## src/hdl/cffba_pkg.sv

```systemverilog
`timescale 1ns / 1ps
// ----------------------------------------------------------------------------
// cffba_pkg
// Shared types and codes of the contiguous first-fit block allocator.
// ----------------------------------------------------------------------------
package cffba_pkg;

  // fixed field widths
  localparam int unsigned CFG_W    = 7;
  localparam int unsigned ACTION_W = 1;
  localparam int unsigned ID_W     = 4;
  localparam int unsigned LEN_W    = 7;
  localparam int unsigned STATUS_W = 2;
  localparam int unsigned START_W  = 6;

  // reset value of the managed block count
  localparam logic [CFG_W-1:0] CFG_RESET = 7'd64;

  // request codes
  localparam logic [ACTION_W-1:0] ACT_ALLOC = 1'b0;
  localparam logic [ACTION_W-1:0] ACT_FREE  = 1'b1;

  // result status codes
  localparam logic [STATUS_W-1:0] ST_OK       = 2'd0;
  localparam logic [STATUS_W-1:0] ST_NO_RUN   = 2'd1;
  localparam logic [STATUS_W-1:0] ST_NOT_HELD = 2'd2;
  localparam logic [STATUS_W-1:0] ST_IN_USE   = 2'd3;

  // sequencer states
  typedef enum logic [1:0] {
    S_IDLE,
    S_LOOKUP,
    S_SCAN,
    S_RESP
  } state_t;

  // controls broadcast to every cell of the row
  typedef struct packed {
    logic scan_keep;  // token may advance this cycle
    logic paint_en;   // update used marks inside the range
    logic paint_set;  // value written into the used marks
  } cell_ctrl_t;

endpackage

```

## src/hdl/contiguous_first_fit_block_allocator_core.sv

```systemverilog
`timescale 1ns / 1ps
// ----------------------------------------------------------------------------
// contiguous_first_fit_block_allocator_core
// First-fit allocator of contiguous block runs with an id-indexed run table.
// ----------------------------------------------------------------------------
// Each word in gives one word out. A free, or any request that is refused
// before a search, passes from the lookup state straight to the response
// state and its result word goes into the output register. An allocate
// sends a token down the row of block cells, one block per cycle, until a
// cell reports a fitting run or the last managed block has been examined.
// The block takes one request at a time; a new word is accepted while the
// last result still waits at the output register, and only a result that
// is ready while the previous one still waits holds the sequencer. No
// clearing pass is needed after reset.
module contiguous_first_fit_block_allocator_core #(
  parameter int unsigned NUM_BLOCKS = 64,
  parameter int unsigned MAX_IDS    = 16
) (
  input  logic                            clk,
  input  logic                            rst_n,
  input  logic                            cfg_wr_en,
  input  logic [cffba_pkg::CFG_W-1:0]     cfg_wr_data,
  input  logic                            in_valid,
  output logic                            in_ready,
  input  logic [cffba_pkg::ACTION_W-1:0]  in_action,
  input  logic [cffba_pkg::ID_W-1:0]      in_file_id,
  input  logic [cffba_pkg::LEN_W-1:0]     in_length,
  output logic                            out_valid,
  input  logic                            out_ready,
  output logic [cffba_pkg::STATUS_W-1:0]  out_status,
  output logic [cffba_pkg::START_W-1:0]   out_start_block
);

  localparam int unsigned IDX_W   = (NUM_BLOCKS > 1) ? $clog2(NUM_BLOCKS) : 1;
  localparam int unsigned PW      = $clog2(NUM_BLOCKS + 127);
  localparam int unsigned CNT_W   = $clog2(NUM_BLOCKS + 1);
  localparam int unsigned LIM_W   = (CNT_W > cffba_pkg::CFG_W) ? CNT_W : cffba_pkg::CFG_W;
  localparam int unsigned IDW     = (MAX_IDS > 1) ? $clog2(MAX_IDS) : 1;
  localparam int unsigned IDEXT_W = (IDW > cffba_pkg::ID_W) ? IDW : cffba_pkg::ID_W;
  localparam int unsigned ENT_W   = IDX_W + cffba_pkg::LEN_W;

  // configuration register
  logic [cffba_pkg::CFG_W-1:0] cfg_r;
  logic [LIM_W-1:0]            cfg_ext;
  logic [LIM_W-1:0]            limit;

  always_ff @(posedge clk) begin
    if (!rst_n) begin
      cfg_r <= cffba_pkg::CFG_RESET;
    end else if (cfg_wr_en) begin
      cfg_r <= cfg_wr_data;
    end
  end

  assign cfg_ext = LIM_W'(cfg_r);
  assign limit   = (cfg_ext > LIM_W'(NUM_BLOCKS)) ? LIM_W'(NUM_BLOCKS) : cfg_ext;

  // request registers
  cffba_pkg::state_t               state_r, state_nxt;
  logic [cffba_pkg::ACTION_W-1:0]  act_r;
  logic [IDEXT_W-1:0]              id_r;
  logic [cffba_pkg::LEN_W-1:0]     len_r;
  logic [IDX_W-1:0]                idx_r, idx_nxt;
  logic [cffba_pkg::STATUS_W-1:0]  res_status_r, res_status_nxt;
  logic [cffba_pkg::START_W-1:0]   res_start_r, res_start_nxt;
  logic                            accept;
  logic [IDEXT_W-1:0]              in_id_ext;
  logic [IDW-1:0]                  id_idx;
  logic                            id_ok;

  assign in_ready  = (state_r == cffba_pkg::S_IDLE);
  assign accept    = in_valid && in_ready;
  assign in_id_ext = IDEXT_W'(in_file_id);
  assign id_idx    = id_r[IDW-1:0];
  // one spare bit so that the id count itself fits
  assign id_ok     = ((IDEXT_W+1)'(id_r) < (IDEXT_W+1)'(MAX_IDS));

  // run table: valid marks in flops, start and length in a memory
  logic [MAX_IDS-1:0] valid_r;
  logic [ENT_W-1:0]   entry_mem [MAX_IDS];
  logic [ENT_W-1:0]   rd_r;
  logic [IDX_W-1:0]   rd_start;
  logic [cffba_pkg::LEN_W-1:0] rd_len;
  logic               mem_we;
  logic [IDX_W-1:0]   wr_start;
  logic               vset, vclr;

  assign rd_start = rd_r[ENT_W-1:cffba_pkg::LEN_W];
  assign rd_len   = rd_r[cffba_pkg::LEN_W-1:0];

  always_ff @(posedge clk) begin
    if (accept) begin
      rd_r <= entry_mem[in_id_ext[IDW-1:0]];
    end
    if (mem_we) begin
      entry_mem[id_idx] <= {wr_start, len_r};
    end
  end

  always_ff @(posedge clk) begin
    if (!rst_n) begin
      valid_r <= '0;
    end else if (vset) begin
      valid_r[id_idx] <= 1'b1;
    end else if (vclr) begin
      valid_r[id_idx] <= 1'b0;
    end
  end

  // cell row
  cffba_pkg::cell_ctrl_t ctrl;
  logic [PW-1:0]         paint_lo, paint_hi;
  logic                  inject;
  logic                  hit_any;

  cffba_chain #(
    .NUM_BLOCKS (NUM_BLOCKS),
    .PW         (PW)
  ) u_chain (
    .clk      (clk),
    .rst_n    (rst_n),
    .ctrl     (ctrl),
    .paint_lo (paint_lo),
    .paint_hi (paint_hi),
    .req_len  (len_r),
    .inject   (inject),
    .hit_any  (hit_any)
  );

  // scan position helpers
  logic [PW-1:0]    scan_end;
  logic [PW-1:0]    found_start;
  logic [PW-1:0]    free_start;
  logic             last_block;

  assign scan_end    = PW'(idx_r) + PW'(1);
  assign found_start = scan_end - PW'(len_r);
  assign free_start  = PW'(rd_start);
  assign last_block  = ((LIM_W'(idx_r) + LIM_W'(1)) == limit);
  assign wr_start    = found_start[IDX_W-1:0];

  // output register
  logic                           out_valid_r;
  logic [cffba_pkg::STATUS_W-1:0] out_status_r;
  logic [cffba_pkg::START_W-1:0]  out_start_r;
  logic                           load_out;

  // sequencer
  always_comb begin
    state_nxt      = state_r;
    idx_nxt        = idx_r;
    res_status_nxt = res_status_r;
    res_start_nxt  = res_start_r;
    inject         = 1'b0;
    ctrl           = '0;
    paint_lo       = '0;
    paint_hi       = '0;
    mem_we         = 1'b0;
    vset           = 1'b0;
    vclr           = 1'b0;
    load_out       = 1'b0;
    unique case (state_r)
      cffba_pkg::S_IDLE: begin
        if (in_valid) begin
          state_nxt = cffba_pkg::S_LOOKUP;
        end
      end
      cffba_pkg::S_LOOKUP: begin
        state_nxt     = cffba_pkg::S_RESP;
        res_start_nxt = '0;
        priority if (!id_ok) begin
          res_status_nxt = cffba_pkg::ST_NOT_HELD;
        end else if (act_r == cffba_pkg::ACT_ALLOC) begin
          priority if (valid_r[id_idx]) begin
            res_status_nxt = cffba_pkg::ST_IN_USE;
          end else if (len_r == '0 || limit == '0) begin
            res_status_nxt = cffba_pkg::ST_NO_RUN;
          end else begin
            inject         = 1'b1;
            ctrl.scan_keep = 1'b1;
            idx_nxt        = '0;
            state_nxt      = cffba_pkg::S_SCAN;
          end
        end else if (!valid_r[id_idx]) begin
          res_status_nxt = cffba_pkg::ST_NOT_HELD;
        end else begin
          // release the recorded run
          ctrl.paint_en  = 1'b1;
          ctrl.paint_set = 1'b0;
          paint_lo       = free_start;
          paint_hi       = free_start + PW'(rd_len);
          vclr           = 1'b1;
          res_status_nxt = cffba_pkg::ST_OK;
          res_start_nxt  = free_start[cffba_pkg::START_W-1:0];
        end
      end
      cffba_pkg::S_SCAN: begin
        priority if (hit_any) begin
          // claim the run that ends at the current block
          ctrl.paint_en  = 1'b1;
          ctrl.paint_set = 1'b1;
          paint_lo       = found_start;
          paint_hi       = scan_end;
          mem_we         = 1'b1;
          vset           = 1'b1;
          res_status_nxt = cffba_pkg::ST_OK;
          res_start_nxt  = found_start[cffba_pkg::START_W-1:0];
          state_nxt      = cffba_pkg::S_RESP;
        end else if (last_block) begin
          res_status_nxt = cffba_pkg::ST_NO_RUN;
          res_start_nxt  = '0;
          state_nxt      = cffba_pkg::S_RESP;
        end else begin
          ctrl.scan_keep = 1'b1;
          idx_nxt        = idx_r + IDX_W'(1);
        end
      end
      cffba_pkg::S_RESP: begin
        if (!out_valid_r || out_ready) begin
          load_out  = 1'b1;
          state_nxt = cffba_pkg::S_IDLE;
        end
      end
      default: begin
        state_nxt = cffba_pkg::S_IDLE;
      end
    endcase
  end

  always_ff @(posedge clk) begin
    if (!rst_n) begin
      state_r <= cffba_pkg::S_IDLE;
    end else begin
      state_r <= state_nxt;
    end
  end

  // request and result payload
  always_ff @(posedge clk) begin
    if (accept) begin
      act_r <= in_action;
      id_r  <= in_id_ext;
      len_r <= in_length;
    end
    idx_r        <= idx_nxt;
    res_status_r <= res_status_nxt;
    res_start_r  <= res_start_nxt;
  end

  // result word register
  always_ff @(posedge clk) begin
    if (!rst_n) begin
      out_valid_r <= 1'b0;
    end else if (load_out) begin
      out_valid_r <= 1'b1;
    end else if (out_ready) begin
      out_valid_r <= 1'b0;
    end
  end

  always_ff @(posedge clk) begin
    if (load_out) begin
      out_status_r <= res_status_r;
      out_start_r  <= res_start_r;
    end
  end

  assign out_valid       = out_valid_r;
  assign out_status      = out_status_r;
  assign out_start_block = out_start_r;

  // a fit found in the scan holds the id afterwards
  a_hold_after_fit: assert property (@(posedge clk) disable iff (!rst_n)
    (state_r == cffba_pkg::S_SCAN && hit_any) |=> valid_r[id_idx])
    else $error("id not held after a successful allocate");

  // the token never examines a block outside the managed range
  a_scan_in_range: assert property (@(posedge clk) disable iff (!rst_n)
    (state_r == cffba_pkg::S_SCAN) |-> (LIM_W'(idx_r) < limit))
    else $error("scan beyond the managed blocks");

  // a refused request reports block zero
  a_fail_start_zero: assert property (@(posedge clk) disable iff (!rst_n)
    (out_valid_r && out_status_r != cffba_pkg::ST_OK) |-> (out_start_r == '0))
    else $error("failed request reports a nonzero start block");

endmodule

```

## src/hdl/cffba_cell.sv

```systemverilog
`timescale 1ns / 1ps
// ----------------------------------------------------------------------------
// cffba_cell
// One block of the store: its used mark and a stage of the scan token.
// ----------------------------------------------------------------------------
module cffba_cell #(
  parameter int unsigned INDEX = 0,
  parameter int unsigned PW    = 8
) (
  input  logic                         clk,
  input  logic                         rst_n,
  input  cffba_pkg::cell_ctrl_t        ctrl,
  input  logic [PW-1:0]                paint_lo,
  input  logic [PW-1:0]                paint_hi,
  input  logic [cffba_pkg::LEN_W-1:0]  req_len,
  input  logic                         tok_in,
  input  logic [cffba_pkg::LEN_W-1:0]  run_in,
  output logic                         tok_out,
  output logic [cffba_pkg::LEN_W-1:0]  run_out,
  output logic                         hit
);

  logic                        used_r;
  logic                        tok_r;
  logic [cffba_pkg::LEN_W-1:0] run_r;
  logic [cffba_pkg::LEN_W-1:0] run_here;
  logic                        in_range;

  // run of free blocks ending at this cell
  assign run_here = used_r ? '0 : run_r + cffba_pkg::LEN_W'(1);
  assign hit      = tok_r && !used_r && (run_here == req_len);
  assign tok_out  = tok_r && !hit;
  assign run_out  = run_here;

  assign in_range = (PW'(INDEX) >= paint_lo) && (PW'(INDEX) < paint_hi);

  // used mark and token stage
  always_ff @(posedge clk) begin
    if (!rst_n) begin
      used_r <= 1'b0;
      tok_r  <= 1'b0;
    end else begin
      tok_r <= tok_in && ctrl.scan_keep;
      if (ctrl.paint_en && in_range) begin
        used_r <= ctrl.paint_set;
      end
    end
  end

  // run count travels with the token
  always_ff @(posedge clk) begin
    run_r <= run_in;
  end

endmodule

```

## src/hdl/cffba_chain.sv

```systemverilog
`timescale 1ns / 1ps
// ----------------------------------------------------------------------------
// cffba_chain
// Row of block cells; the scan token walks one cell per cycle.
// ----------------------------------------------------------------------------
module cffba_chain #(
  parameter int unsigned NUM_BLOCKS = 64,
  parameter int unsigned PW         = 8
) (
  input  logic                         clk,
  input  logic                         rst_n,
  input  cffba_pkg::cell_ctrl_t        ctrl,
  input  logic [PW-1:0]                paint_lo,
  input  logic [PW-1:0]                paint_hi,
  input  logic [cffba_pkg::LEN_W-1:0]  req_len,
  input  logic                         inject,
  output logic                         hit_any
);

  logic [NUM_BLOCKS:0]                tok;
  logic [cffba_pkg::LEN_W-1:0]        run [NUM_BLOCKS+1];
  logic [NUM_BLOCKS-1:0]              hit;

  // token enters at block 0 with an empty run
  assign tok[0] = inject;
  assign run[0] = '0;

  for (genvar i = 0; i < NUM_BLOCKS; i++) begin : g_cell
    cffba_cell #(
      .INDEX (i),
      .PW    (PW)
    ) u_cell (
      .clk      (clk),
      .rst_n    (rst_n),
      .ctrl     (ctrl),
      .paint_lo (paint_lo),
      .paint_hi (paint_hi),
      .req_len  (req_len),
      .tok_in   (tok[i]),
      .run_in   (run[i]),
      .tok_out  (tok[i+1]),
      .run_out  (run[i+1]),
      .hit      (hit[i])
    );
  end

  assign hit_any = |hit;

  // only the cell holding the token can report a fit
  a_single_hit: assert property (@(posedge clk) disable iff (!rst_n)
    $onehot0(hit))
    else $error("more than one cell reports a fitting run");

endmodule

```

## config.mk

```make
export PLATFORM = sky130hd
export DESIGN_NAME = contiguous_first_fit_block_allocator_core
export DESIGN_NICKNAME = d
export VERILOG_FILES = /design/src/hdl/cffba_pkg.sv /design/src/hdl/contiguous_first_fit_block_allocator_core.sv /design/src/hdl/cffba_cell.sv /design/src/hdl/cffba_chain.sv
export SDC_FILE = /design/constraint.sdc
export NUM_CORES = 2
export LEC_CHECK = 0
export BUFFER_PORTS_ARGS = -buffer_cell sky130_fd_sc_hd__clkbuf_2
export CORE_AREA = 2 2 311 313
export DETAILED_ROUTE_END_ITERATION = 10
export DIE_AREA = 0 0 313 315
export PLACE_DENSITY_LB_ADDON = 0.25
export SYNTH_ARGS = -nofsm -noshare
export SYNTH_HDL_FRONTEND = slang
export SYNTH_HIERARCHICAL = 1
export SYNTH_SLANG_ARGS = --single-unit
```

## constraint.sdc

```tcl
create_clock -name clk -period 18.28 [get_ports clk]
set_clock_uncertainty 0.1 [all_clocks]
set_input_delay 3.656 -clock clk [delete_from_list [all_inputs] [get_ports clk]]
set_output_delay 3.656 -clock clk [all_outputs]
set_load 0.005 [all_outputs]
```

Word-level counts from Yosys, hierarchy flattened

Memory sizes are Yosys's and may differ from the RTL's. A register that Yosys moved wholly into a read port is not among the register bits.
Index checks and enable logic that the tools add are counted.

Flip-flop bits (word level): 629
RAM bits: 208
Input bits: 24
Output and inout bits: 10
Logic and storage cells: 1135
Memories: 1

$add $sub $neg: 68
$lt $le $gt $ge: 131
Equal/unequal tests: 77
Muxes and demuxes: 126
Bitwise logic cells: 3
Reductions and logical operators: 526

Memory list:

| memory    | words | bits a word | read ports | clocked after Yosys merged registers in | wr ports | RTL line                                        | RTL |
|---|---|---|---|---|---|---|---|
| entry_mem | 16    | 13          | 1          | 1                                       | 1        | contiguous_first_fit_block_allocator_core.sv:80 | `logic [ENT_W-1:0] entry_mem [MAX_IDS];` |

Operator list:

| operator              | count |
|---|---|
| $mux W7               | 65 |
| $eq A7 B7 Y1          | 64 |
| $add A7 B1 Y7 const B | 63 |
| $logic_and A1 B1 Y1   | 385 |
| $ge A6 B8 Y1 const A  | 32 |
| $lt A6 B8 Y1 const A  | 32 |
| $ge A5 B8 Y1 const A  | 16 |
| $logic_not A1 Y1      | 128 |
| $lt A5 B8 Y1 const A  | 16 |
| $mux W6               | 11 |
| $ge A4 B8 Y1 const A  | 8 |
| $lt A4 B8 Y1 const A  | 8 |
| $reduce_or A64 Y1     | 1 |
| $ge A3 B8 Y1 const A  | 4 |
| $lt A3 B8 Y1 const A  | 4 |
| $mux W16              | 2 |
| $pmux W8 S2           | 2 |
| $mux W2               | 13 |
| $mux W8               | 3 |
| $pmux W6 S2           | 2 |
| $mux W1               | 23 |
| $and A16 B16 Y16      | 1 |
| $ge A1 B8 Y1 const A  | 2 |
| $ge A2 B8 Y1 const A  | 2 |
| other kinds (29)      | 44 |

Longest topological paths before layout

Depth in word-level cells: 10
Depth in mapped cells: 20

Least setup slack after synthesis

OpenSTA, ideal clock, no wires.

Kind: flip-flop to flip-flop
From: reg len_r[1] in the netlist's numbering
To: reg u_chain.g_cell[30].u_cell.used_r
Library setup time: 124 ps
Arrival: 12724 ps
Required time: 18056 ps
Setup slack: 5332 ps
Cell stages (with the launch flop): 18
Buffers on the path: 1
Path through: edfxtp_1 -> xor2_1 -> or4_1 -> a221o_1 -> nor2_1 -> and4_1 -> nor4_1 -> nand4_1 -> or4_1 -> nand2_1 -> inv_1 -> clkbuf_1 -> nand2_1 -> a21boi_0 -> and3_1 -> a311oi_1 -> mux2i_1 -> nor2b_1

RTL lines:

| item                   | RTL line                                         | RTL |
|---|---|---|
| from (decl)            | contiguous_first_fit_block_allocator_core.sv:62  | `logic [cffba_pkg::LEN_W-1:0] len_r;` |
| from (signal assigned) | contiguous_first_fit_block_allocator_core.sv:243 | `len_r <= in_length;` |
| to (signal assigned)   | cffba_cell.sv:45                                 | `used_r <= ctrl.paint_set;` |
| to (decl)              | cffba_cell.sv:23                                 | `logic used_r;` |

Final worst setup path

From: reg len_r[0] in the netlist's numbering
To: reg u_chain.g_cell[2].u_cell.used_r

Word-level cells in the longest chain between the ends: 8
Elaborated cells on any way between the ends: 140

Ends and longest elaborated chain:

| item                 | RTL line                                         | RTL |
|---|---|---|
| $eq A7 B7 Y1         | cffba_cell.sv:31                                 | `assign hit = tok_r && !used_r && (run_here == req_len);` |
| $logic_and A1 B1 Y1  | cffba_cell.sv:31                                 |  |
| net u_chain.hit[29]  | cffba_chain.sv:22                                | `logic [NUM_BLOCKS-1:0] hit;` |
| $reduce_or A64 Y1    | cffba_chain.sv:47                                | `assign hit_any = \|hit;` |
| net hit_any          | contiguous_first_fit_block_allocator_core.sv:114 | `logic hit_any;` |
| $mux W8              | contiguous_first_fit_block_allocator_core.sv:198 | `priority if (hit_any) begin` |
| $pmux W8 S2          | contiguous_first_fit_block_allocator_core.sv:162 | `unique case (state_r)` |
| net paint_lo[7]      | contiguous_first_fit_block_allocator_core.sv:112 | `logic [PW-1:0] paint_lo, paint_hi;` |
| $ge A2 B8 Y1         | cffba_cell.sv:35                                 | `assign in_range = (PW'(INDEX) >= paint_lo) && (PW'(INDEX) < paint_hi);` |
| $logic_and A1 B1 Y1  | cffba_cell.sv:35                                 |  |
| $logic_and A1 B1 Y1  | cffba_cell.sv:44                                 | `if (ctrl.paint_en && in_range) begin` |
| to (signal assigned) | cffba_cell.sv:45                                 |  |
| to (decl)            | cffba_cell.sv:23                                 |  |

The timed path passes the listed nets, and every way through them passes these cells.
A chain may end at the register's enable or synchronous reset.

==> summary.txt <==
Routed WL: 106,000 µm
initial antenna violation count: 2
routed wire length per instance: 19.2 µm
setup_tns: 0 ns
Peak supply drop: 0.0939 mV
post_cts resized: 0
ANT nets after route: 0
Remaining DRCs: 0
Internal: 4.87 mW
root buffer cell: clkbuf_16
pre-CTS setup slack: 10.98 ns
vias in the first global route: 30,200
post-route setup slack: 11.00 ns
Setup crit start kind: flop
Psw: 2.67 mW
Synth Cell Area: 0.0444 mm²
Mean Syn Cell Area: 10.9 µm²
HPWL Detailed: 64,800 µm
gpl congestion: 0.808
Total Nets Final: 4,281
Die Span X: 313 µm
Die ar.: 0.0986 mm²
Std-Cell Rows: 114
DIE HEIGHT: 315 µm
worst-skew pair later-pin latency: 0.71 ns
Sw Share: 35.4%
met2 GRT Util: 34.6%
Vias: 31,300
worst hold path type: flop to flop
met1 Usage GRT: 29.4%
CP max FO: 64
initial drt markers: 2,262
core box area: 0.0957 mm²
cts bufs inserted: 94
grt met3 use: 2.99%
Mapped Cells: 4,082
maxcap violations: 0
Post-CTS Setup Bufs: 0
worst-margin pin slew: 1.15 ns
Achievable Freq: 137 MHz
pwr/cell area: 153 mW/mm²
hold bufs inserted after CTS: 0
Setup Viol. Count Final: 0
Area Overhead vs Synth: 11.1%
fin crit share: 39.8%
Crit-path slowest cell: edfxtp_1
GRT Max-Usage Layer: met2
clock slew at reported path FFs: 0.06 ns
final hold violations: 0
Tmin final: 7.28 ns
H-tree levels: 3
synth warn: 6
clock sink count: 857
RSZ-0062 raised after global routing: no
crit path DAT: 7.76 ns
Total GRT Usage: 21.2%
CTS tree: built
Slew headroom: 22.4%
initial core utilization: 46.4%
drt first pass iters: 8
Worst Path Required: 18.77 ns
placed cell area: 0.0463 mm²
design area: 0.0494 mm²
leakage: 18.0 nW
share of cells above drive strength 1: 17.4%
sequential fraction of design power: 39.5%
GRT overflow: 0
pin count of the biggest net entering global routing: 146
endpoint class of the critical path: flop
Comb power frac: 35.7%
Max Root-Sink Buffers: 3
vias per cell: 5.67
Port Buffers: 33
I/O pin cnt: 34
CP peak stage delay: 0.84 ns
CP cell instances: buf_4 -> xnor2_1 -> or4_1 -> a221o_1 -> nor2_1 -> and4_1 -> nor4_1 -> nand4_1 -> or4_1 -> nand2_1 -> inv_2 -> nand2_1 -> a211o_1 -> a31oi_4 -> buf_4 -> or4b_1 -> a221o_1 -> nor4_2 -> mux2i_1 -> nor2b_1
Final Max Slew Viols: 0
status: completed
Setup CP Type: flop to flop
Clock power frac: 24.8%
first-pass GRT wire length: 168,000 µm
layer usage:
| metal | vias up | share of wire [%] |
|---|---|---|
| met1 | 15300 | 47 |
| met5 | - | 0.017 |
| li1 | 15100 | - |
| met3 | 174 | 4.8 |
| met4 | 2 | 2.2 |
| met2 | 719 | 46 |
layout make-up:
class | instances | area, µm²
Clock inverter | 29 | 378
Tap cell | 1276 | 1600
Inverter | 154 | 656
Multi-Input combinational cell | 2983 | 23700
Clock buffer | 141 | 2690
Timing Repair Buffer | 82 | 592
Antenna cell | 1 | 2.50
Sequential cell | 857 | 19700
Fill cell | 8484 | 46300
flip-flops by register name, indices dropped and copies added (netlist names), 4 cells and up, named ones only:
register	cells
u_chain/g_cell.u_cell/run_r	448
idx_r	6
u_chain/g_cell.u_cell/used_r	64
id_idx	4
cfg_ext	7
out_start_block	6
entry_mem	208
res_start_r	6
u_chain/g_cell.u_cell/tok_r	64
len_r	7
rd_r	13
power by group through the flow:
stage	clock [mW]	combinational (mW)	sequential (mW)
2_1_floorplan	0	2.03	3.00
3_3_place_gp	0	2.64	3.00
3_5_place_dp	0	2.67	3.01
4_1_cts	1.91	2.69	2.98
5_1_grt	1.99	2.97	3.05
6_report	1.87	2.69	2.98
worst max-delay path: cells and delay by family, from the launching register on:
family / cells / cell delay [ns]
xor+xnor: 1 / 0.17
buf+inv: 3 / 0.99
flops: 1 / 0.84
simple gates: 11 / 4.11
compound gates: 4 / 0.64
mux: 1 / 0.21
worst paths after layout:
check / from / to / slack (ns) / cells past startpoint
worst max-delay path: len_r[0] / u_chain/g_cell[2].u_cell/used_r / 11.00 / 20
worst min-delay path: res_start_r[2] / out_start_block[2] / 0.32 / 0
worst max register to register: len_r[0] / u_chain/g_cell[2].u_cell/used_r / 11.00 / 20
worst min register to register: res_start_r[2] / out_start_block[2] / 0.32 / 0
per-stage QoR:
step | utilization, % | power [mW] | hold WS (ns) | cells
2_1_floorplan | - | 5.03 | 0.300 | 4088
3_3_place_gp | 48.4 | 5.64 | 0.313 | 5352
3_5_place_dp | 48.4 | 5.69 | 0.305 | 5352
4_1_cts | 51.6 | 7.58 | 0.319 | 5522
5_1_grt | 51.6 | 8.01 | 0.318 | 5523
6_report | 51.6 | 7.54 | 0.317 | 5523
layout by cell type (no fill, tap or decap), types with 31 or more instances in the layout:
cell type / instances
dfxtp_1: 602
nor2_1: 483
xnor2_1: 322
nor2b_1: 278
edfxtp_1: 255
nand3_1: 222
and3_1: 135
mux2_2: 109
xor2_1: 97
clkbuf_16: 94
inv_1: 90
mux2i_1: 84
ha_1: 83
nand2_1: 78
or4_1: 70
mux4_2: 69
a221o_1: 63
and4_1: 63
and3_4: 62
clkinvlp_2: 62
o32ai_1: 62
a41oi_1: 61
mux2i_2: 57
a21oi_1: 46
buf_4: 46
nor4_1: 44
nor2_2: 43
xor2_4: 43
o21a_1: 40
o21ai_0: 35
clkbuf_1: 31
clkbuf_2: 31
and2b_2: 31
Power figures use the tool's default switching activity.
